$ cat config.mk
export PLATFORM = sky130hd
export DESIGN_NAME = capacitive_key_matrix_scanner
export DESIGN_NICKNAME = d
export VERILOG_FILES = /design/src/ckms_pkg.sv /design/src/ckms_seq.sv /design/src/capacitive_key_matrix_scanner.sv
export SDC_FILE = /design/constraint.sdc
export NUM_CORES = 1
export LEC_CHECK = 0
export BUFFER_PORTS_ARGS = -buffer_cell sky130_fd_sc_hd__buf_4
export CAP_MARGIN = 30
export CORE_MARGIN = 4
export CORE_UTILIZATION = 60
export CTS_CLUSTER_DIAMETER = 120
export DETAILED_ROUTE_END_ITERATION = 16
export MAX_ROUTING_LAYER = met4
export PLACE_DENSITY = 0.82
export SLEW_MARGIN = 20
export SYNTH_ARGS = -nofsm -noshare
export SYNTH_HDL_FRONTEND = slang
export SYNTH_SLANG_ARGS = --single-unit
$ cat constraint.sdc
create_clock -name i_clk -period 6.91 [get_ports i_clk]
set_input_delay 1.382 -clock i_clk [delete_from_list [all_inputs] [get_ports i_clk]]
set_output_delay 1.382 -clock i_clk [all_outputs]
set_load 0.1 [all_outputs]
$ cat src/ckms_pkg.sv
// Shared types and constants for the capacitive key matrix scanner.
// No dependencies.
package ckms_pkg;

    localparam int ROW_SEL_W  = 3;
    localparam int COL_SEL_W  = 4;
    localparam int ROW_BITS_W = 16;
    localparam int CFG_W      = 8;
    localparam int CFG_IDX_W  = 2;

    localparam logic [CFG_IDX_W-1:0] CFG_SELECT_DELAY = 2'd0;
    localparam logic [CFG_IDX_W-1:0] CFG_ENABLE_HOLD  = 2'd1;
    localparam logic [CFG_IDX_W-1:0] CFG_RECOVER      = 2'd2;

    localparam logic [CFG_W-1:0] SELECT_DELAY_RST = 8'd1;
    localparam logic [CFG_W-1:0] ENABLE_HOLD_RST  = 8'd2;
    localparam logic [CFG_W-1:0] RECOVER_RST      = 8'd25;

    typedef enum logic [1:0] {
        PH_SELECT  = 2'd0,
        PH_ENABLE  = 2'd1,
        PH_RECOVER = 2'd2
    } t_phase;

    typedef struct packed {
        logic en;
        logic hys_on;
        logic sample;
        logic last;
    } t_seq_ctl;

endpackage

$ cat src/ckms_seq.sv
// Key timing sequencer: phase, tick counter and row/column address.
// Depends on ckms_pkg.
module ckms_seq
    import ckms_pkg::*;
#(
    parameter int ROWS = 8,
    parameter int COLS = 16,
    parameter int RW   = (ROWS > 1) ? $clog2(ROWS) : 1,
    parameter int CW   = (COLS > 1) ? $clog2(COLS) : 1
) (
    input  logic             i_clk,
    input  logic             i_rst_n,
    input  logic             i_step,
    input  logic [CFG_W-1:0] i_select_delay,
    input  logic [CFG_W-1:0] i_enable_hold,
    input  logic [CFG_W-1:0] i_recover,
    output logic [RW-1:0]    o_row,
    output logic [CW-1:0]    o_col,
    output t_seq_ctl         o_ctl
);

    t_phase           r_phase, n_phase;
    logic [CFG_W-1:0] r_wait, n_wait;
    logic [RW-1:0]    r_row, n_row;
    logic [CW-1:0]    r_col, n_col;
    logic [CFG_W-1:0] wait_inc;
    logic             last_row, last_col, advance;

    assign wait_inc = r_wait + 1'b1;
    assign last_row = (r_row == RW'(ROWS - 1));
    assign last_col = (r_col == CW'(COLS - 1));

    always_ff @(posedge i_clk) begin
        if (!i_rst_n) begin
            r_phase <= PH_SELECT;
            r_wait  <= '0;
            r_row   <= '0;
            r_col   <= '0;
        end else if (i_step) begin
            r_phase <= n_phase;
            r_wait  <= n_wait;
            r_row   <= n_row;
            r_col   <= n_col;
        end
    end

    always_comb begin
        n_phase      = r_phase;
        n_wait       = r_wait;
        advance      = 1'b0;
        o_ctl.en     = 1'b0;
        o_ctl.hys_on = 1'b0;
        o_ctl.sample = 1'b0;
        o_ctl.last   = last_row && last_col;
        unique case (r_phase)
            PH_ENABLE: begin
                o_ctl.en     = 1'b1;
                o_ctl.hys_on = 1'b1;
                if (wait_inc >= i_enable_hold) begin
                    o_ctl.sample = 1'b1;
                    if (i_recover == '0) begin
                        advance = 1'b1;
                    end else begin
                        n_phase = PH_RECOVER;
                        n_wait  = '0;
                    end
                end else begin
                    n_wait = wait_inc;
                end
            end
            PH_RECOVER: begin
                if (wait_inc >= i_recover) begin
                    advance = 1'b1;
                end else begin
                    n_wait = wait_inc;
                end
            end
            default: begin
                o_ctl.hys_on = 1'b1;
                if (r_wait >= i_select_delay) begin
                    n_phase = PH_ENABLE;
                    n_wait  = '0;
                end else begin
                    n_phase = PH_SELECT;
                    n_wait  = wait_inc;
                end
            end
        endcase

        n_row = r_row;
        n_col = r_col;
        if (advance) begin
            n_phase = PH_SELECT;
            n_wait  = '0;
            if (last_row) begin
                n_row = '0;
                n_col = last_col ? '0 : r_col + 1'b1;
            end else begin
                n_row = r_row + 1'b1;
            end
        end
    end

    assign o_row = r_row;
    assign o_col = r_col;

endmodule

$ cat src/capacitive_key_matrix_scanner.sv
// Top level of the capacitive key matrix scanner: config, key bitmap, output register.
// Depends on ckms_pkg and ckms_seq.
//
// Usage: every request on the input channel is one timing tick (nominally
// 1 us) carrying the sense pin level. Each accepted request yields exactly one
// result request on the output channel with the pin drives for that tick
// (row/col select, enable, hysteresis) and, on sample ticks, the updated row
// bitmap plus end-of-scan status.
// Latency: the result is valid the cycle after the tick is accepted.
// Throughput: one tick per cycle unless the output stalls; the sequencer and bitmap
// update sit in one stage between the accept edge and the result register.
// Stall: while the result register holds an untaken result, a new tick is
// accepted only in the cycle the result is taken, so nothing is lost.
// Reset: bitmap cleared, address at row 0 column 0, select phase, timing
// registers to 1/2/25, no result pending.
// Config writes: index 0 select delay, 1 enable hold, 2 recovery; other
// indexes are ignored. Write only while the block is idle.
module capacitive_key_matrix_scanner
    import ckms_pkg::*;
#(
    parameter int ROWS = 8,
    parameter int COLS = 16
) (
    input  logic                  i_clk,
    input  logic                  i_rst_n,
    input  logic                  i_cfg_wr_en,
    input  logic [CFG_IDX_W-1:0]  i_cfg_idx,
    input  logic [CFG_W-1:0]      i_cfg_data,
    input  logic                  i_in_valid,
    output logic                  o_in_ready,
    input  logic                  i_sense_level,
    output logic                  o_out_valid,
    input  logic                  i_out_ready,
    output logic [ROW_SEL_W-1:0]  o_row_select,
    output logic [COL_SEL_W-1:0]  o_col_select,
    output logic                  o_enable_drive,
    output logic                  o_hysteresis_drive,
    output logic                  o_sample_taken,
    output logic [ROW_BITS_W-1:0] o_row_bits,
    output logic                  o_scan_done,
    output logic                  o_scan_changed
);

    localparam int RW = (ROWS > 1) ? $clog2(ROWS) : 1;
    localparam int CW = (COLS > 1) ? $clog2(COLS) : 1;

    logic [CFG_W-1:0] r_select_delay, r_enable_hold, r_recover;
    logic [COLS-1:0]  r_bitmap [ROWS];
    logic             r_changed;
    logic             r_out_valid;

    logic [ROW_SEL_W-1:0]  r_row_select;
    logic [COL_SEL_W-1:0]  r_col_select;
    logic                  r_enable, r_hys, r_sample, r_done, r_chg;
    logic [ROW_BITS_W-1:0] r_row_bits;

    logic            step;
    logic [RW-1:0]   row;
    logic [CW-1:0]   col;
    t_seq_ctl        ctl;
    logic [COLS-1:0] mask, old_bits, n_bits;
    logic            stored, bit_diff, done;

    assign o_in_ready = !r_out_valid || i_out_ready;
    assign step       = i_in_valid && o_in_ready;

    always_ff @(posedge i_clk) begin
        if (!i_rst_n) begin
            r_select_delay <= SELECT_DELAY_RST;
            r_enable_hold  <= ENABLE_HOLD_RST;
            r_recover      <= RECOVER_RST;
        end else if (i_cfg_wr_en) begin
            unique case (i_cfg_idx)
                CFG_SELECT_DELAY: r_select_delay <= i_cfg_data;
                CFG_ENABLE_HOLD:  r_enable_hold  <= i_cfg_data;
                CFG_RECOVER:      r_recover      <= i_cfg_data;
                default: ;
            endcase
        end
    end

    ckms_seq #(
        .ROWS (ROWS),
        .COLS (COLS),
        .RW   (RW),
        .CW   (CW)
    ) u_seq (
        .i_clk          (i_clk),
        .i_rst_n        (i_rst_n),
        .i_step         (step),
        .i_select_delay (r_select_delay),
        .i_enable_hold  (r_enable_hold),
        .i_recover      (r_recover),
        .o_row          (row),
        .o_col          (col),
        .o_ctl          (ctl)
    );

    assign mask     = COLS'(1) << col;
    assign old_bits = r_bitmap[row];
    assign stored   = old_bits[col];
    assign n_bits   = i_sense_level ? (old_bits & ~mask) : (old_bits | mask);
    assign bit_diff = (n_bits != old_bits);
    assign done     = ctl.sample && ctl.last;

    always_ff @(posedge i_clk) begin
        if (!i_rst_n) begin
            for (int i = 0; i < ROWS; i++) begin
                r_bitmap[i] <= '0;
            end
            r_changed <= 1'b0;
        end else if (step && ctl.sample) begin
            r_bitmap[row] <= n_bits;
            if (done) begin
                r_changed <= 1'b0;
            end else if (bit_diff) begin
                r_changed <= 1'b1;
            end
        end
    end

    always_ff @(posedge i_clk) begin
        if (!i_rst_n) begin
            r_out_valid <= 1'b0;
        end else if (step) begin
            r_out_valid <= 1'b1;
        end else if (i_out_ready) begin
            r_out_valid <= 1'b0;
        end
    end

    always_ff @(posedge i_clk) begin
        if (step) begin
            r_row_select <= ROW_SEL_W'(row);
            r_col_select <= COL_SEL_W'(col);
            r_enable     <= ctl.en;
            r_hys        <= ctl.hys_on && stored;
            r_sample     <= ctl.sample;
            r_row_bits   <= ctl.sample ? ROW_BITS_W'(n_bits) : '0;
            r_done       <= done;
            r_chg        <= done && (r_changed || bit_diff);
        end
    end

    assign o_out_valid        = r_out_valid;
    assign o_row_select       = r_row_select;
    assign o_col_select       = r_col_select;
    assign o_enable_drive     = r_enable;
    assign o_hysteresis_drive = r_hys;
    assign o_sample_taken     = r_sample;
    assign o_row_bits         = r_row_bits;
    assign o_scan_done        = r_done;
    assign o_scan_changed     = r_chg;

endmodule
==> results.yml <==
setup_path:
  critPathMaxStageDelay_ns: 0.65
  worstSetupStartpointType: "flop"
  critical_path.top_delay_family: "simple AND/OR/NAND/NOR gates"
  critical_path_arrival_ns: 4.70
  critPathMostFrequentCell: "sky130_fd_sc_hd__ha_1"
  critPathCaptureType: "flop"
  crit_type: "reg -> reg"
  crit_path_cell_trace: "ha_1, nand3_1, nor2_1, xor2_1, ha_1, a21o_1, a21oi_1, a21boi_1, nand2b_1, or4_1, nand2_1"
  crit_fanout: 19
  cp.buffers_inverters: 0
  timing.critical_path.slowest_stage_cell: "sky130_fd_sc_hd__nand2b_1"
  worst-endpoint-required_ns: 7.00
finish:
  finish.instance_area_um2: 10900
  syn_to_final_growth_pct: 10.5
  finish.utilization: 0.681
  mostFrequentLayoutCell: "sky130_fd_sc_hd__nor2_1"
  multi_input_comb_area_um2: 3820
  most-common-layout-cells: "sky130_fd_sc_hd__nor2_1 (191), sky130_fd_sc_hd__edfxtp_1 (156), sky130_fd_sc_hd__buf_4 (53)"
  area.sequential_um2: 5610
  finalNonFillerCells: 1100
  number_of_antenna_repair_diodes: 0
  post_route_cells_drive_above_1_share: 0.145
  fin_nets: 920
  num-fill-cells: 1138
pwr:
  peakVddDrop_v: 0.000198
  total_switching_power_mw: 0.662
  seq_power_share: 0.519
  power_density_nw_per_um2: 244
  total_leakage_power_nw: 4.04
  power.share.switching: 0.250
  power.share.combinational: 0.097
  power_report.internal_total_mw: 1.98
  clock_power_share: 0.384
  totalPowerFinal_mw: 2.65
placement:
  port_buffers: 45
  placed_cells_incl_taps: 1061
  placed_instance_area_um2: 10200
  post-dp-hpwl_mm: 16.2
  post-place-ws_ns: 2.39
  place.gp.congestion: 0.917
synth:
  syn_area_um2: 9820
  synth-async-reset-ratio: 0
  synth_top_cells_by_area: "sky130_fd_sc_hd__edfxtp_1 (48%), sky130_fd_sc_hd__dfxtp_1 (9.4%), sky130_fd_sc_hd__nor2_1 (7.3%)"
  ys_seq_area_frac: 0.571
  synth_flop_cell: "sky130_fd_sc_hd__edfxtp_1"
  netlist.top_cell.by_area: "sky130_fd_sc_hd__edfxtp_1"
  portion_of_synthesized_cell_area_occupied_by_the_leading_cell_type: 0.477
  syn-num-nets: 886
  synth_cells: 835
  yosys_warnings: 0
  syn_area_per_cell_um2: 11.8
  synth_cell_types: 66
  synth.ff_latch_count: 202
  number_of_enable_type_register_cells_in_the_synthesized_netlist: 156
detailed_routing:
  routedWlPerCell_um: 21.9
  drc_errors: 0
  drt_pass1_iterations: 5
  drt-initial-drc-count: 884
  wl_met2_mm: 10.7
  viasPerCell: 6.22
  highest-signal-layer: "met4"
  route.final.wire_length_mm: 24.1
  via_count: 6840
  met3RoutedLength_mm: 2.30
  routedLengthMet1_mm: 10.1
  antenna_left: 0
job:
  maxCapViolations: 0
floorplan:
  floorplan.core_area_um2: 15900
  fp.dieArea_um2: 18500
  vert_die_dim_um: 136
  initial_utilization: 0.616
  die_w_um: 136
  fp-row-count: 46
  io_pins: 46
status:
  result_of_the_run: "completed"
global_routing:
  first_global_vias: 6641
  global_route.overflow_total: 0
  grt_pass1_wl_mm: 37.6
  grt_max_degree: 48
  initial_antenna_violation_count: 0
  gr-usage-all-layers: 0.276
sta:
  rsz0062_at_grt: "no"
  setup_tns_ns: 0
  clk_skew_ns: 0.0123
  achievable-frequency_mhz: 217
  period_minus_slack_ns: 4.60
  timing_hold_violations_final: 0
  slew_viol_final: 0
  slew_margin_rel: 0.338
  tightest_slew_ns: 0.986
  min_period_over_period: 0.666
  final-setup-viol-count: 0
  worst_case_setup_margin_in_the_final_layout_ns: 2.31
  final.hold.worst_slack_ns: 0.499
clock_tree:
  post-cts-setup-buffers: 0
  cts-root-to-sink-buffers: 3
  cts.sink_count: 202
  cts.reportedPaths.clkPinSlew_ns: 0.06
  tritoncts.num_buffers: 21
  clock_tree.root_cell: "sky130_fd_sc_hd__clkbuf_16"
  clk-insertion-delay-late_ns: 0.50
  cts-hold-fix-buffers: 0
  clock_tree_from_tritoncts: "yes"
  htree_num_levels: 1
  post_cts_resize_count: 0
min_path:
  worst_min_delay_path_class: "reg -> reg"
==> worst min-delay path, delay by kind of cell, from the launching register on <==
kind | cells | cell delay, ns
DFF | 1 | 0.33
and+or+nand+nor | 1 | 0.06
muxes | 1 | 0.07
==> power by group through the flow <==
stage	logic [mW]	clock network [mW]	registers (mW)
CTS	0.255	1.02	1.37
finish	0.258	1.02	1.37
floorplan	0.118	0	1.46
detailed placement	0.253	0	1.40
global route	0.276	1.07	1.38
global placement	0.248	0	1.40
==> state kept, by name, summed over array words and instances (netlist names), 4 cells and up, named ones only <==
register,flops
r_recover,8
u_seq.o_col,4
o_col_select,4
r_select_delay,8
r_bitmap,128
o_row_bits,16
r_enable_hold,8
u_seq.r_wait,8
==> synth_stat cells, types with 4 or more instances <==
library cell	count
sky130_fd_sc_hd__nor4_1	4
sky130_fd_sc_hd__clkbuf_1	13
sky130_fd_sc_hd__mux2_2	17
sky130_fd_sc_hd__a22o_1	11
sky130_fd_sc_hd__nand2b_1	10
sky130_fd_sc_hd__ha_1	35
sky130_fd_sc_hd__o21a_1	4
sky130_fd_sc_hd__nor3_1	4
sky130_fd_sc_hd__a21oi_1	21
sky130_fd_sc_hd__and3_1	8
sky130_fd_sc_hd__a2111oi_0	4
sky130_fd_sc_hd__xnor2_1	6
sky130_fd_sc_hd__mux4_2	17
sky130_fd_sc_hd__nor2b_1	7
sky130_fd_sc_hd__dfxtp_1	46
sky130_fd_sc_hd__o21ai_0	14
sky130_fd_sc_hd__nand3_1	15
sky130_fd_sc_hd__mux2i_1	43
sky130_fd_sc_hd__nor2_1	191
sky130_fd_sc_hd__buf_4	9
sky130_fd_sc_hd__o21ai_1	6
sky130_fd_sc_hd__a21o_1	8
sky130_fd_sc_hd__mux4_1	5
sky130_fd_sc_hd__buf_1	6
sky130_fd_sc_hd__nand4_1	4
sky130_fd_sc_hd__edfxtp_1	156
sky130_fd_sc_hd__a211oi_1	7
sky130_fd_sc_hd__nand3b_1	4
sky130_fd_sc_hd__buf_2	10
sky130_fd_sc_hd__inv_1	38
sky130_fd_sc_hd__nand2_1	52
sky130_fd_sc_hd__a22oi_1	6
==> metal layers <==
metal	vias up	global-route usage
li1	3097	-
met1	3281	0.396
met2	384	0.401
met3	78	0.0474
met4	0	0.102
met5	-	-
==> layout make-up <==
| cell class | count | area share |
|---|---|---|
| Tap cell | 216 | 0.0249 |
| Inverter | 39 | 0.0135 |
| Clock buffer | 24 | 0.0495 |
| Clock inverter | 14 | 0.00680 |
| Multi-Input combinational cell | 551 | 0.352 |
| Sequential cell | 202 | 0.517 |
| Timing Repair Buffer | 54 | 0.0371 |
==> final timing paths <==
check / startpoint / to / slack [ns] / cells after the start
worst max-delay path: u_seq.r_wait[0] / r_bitmap[6][14] / 2.31 / 11
worst min-delay path: r_select_delay[0] / r_select_delay[0] / 0.50 / 2
worst max register to register: u_seq.r_wait[0] / r_bitmap[6][14] / 2.31 / 11
worst min register to register: r_select_delay[0] / r_select_delay[0] / 0.50 / 2
==> kinds of logic (layout without fill, tap and decap cells) <==
kind of cell             after synthesis  count (layout)  share of synthesized area
AO/OA/AOI/OAI                        117             117                     0.0857
XOR/XNOR                               9               9                    0.00803
adder cells (fa/ha/maj)               35              35                     0.0446
buffers and inverters                 82             131                     0.0411
flip-flops                           202             202                      0.571
multiplexers                          83              83                      0.117
AND/OR/NAND/NOR                      307             307                      0.133
Note: power is estimated with default switching activity, not from simulation.
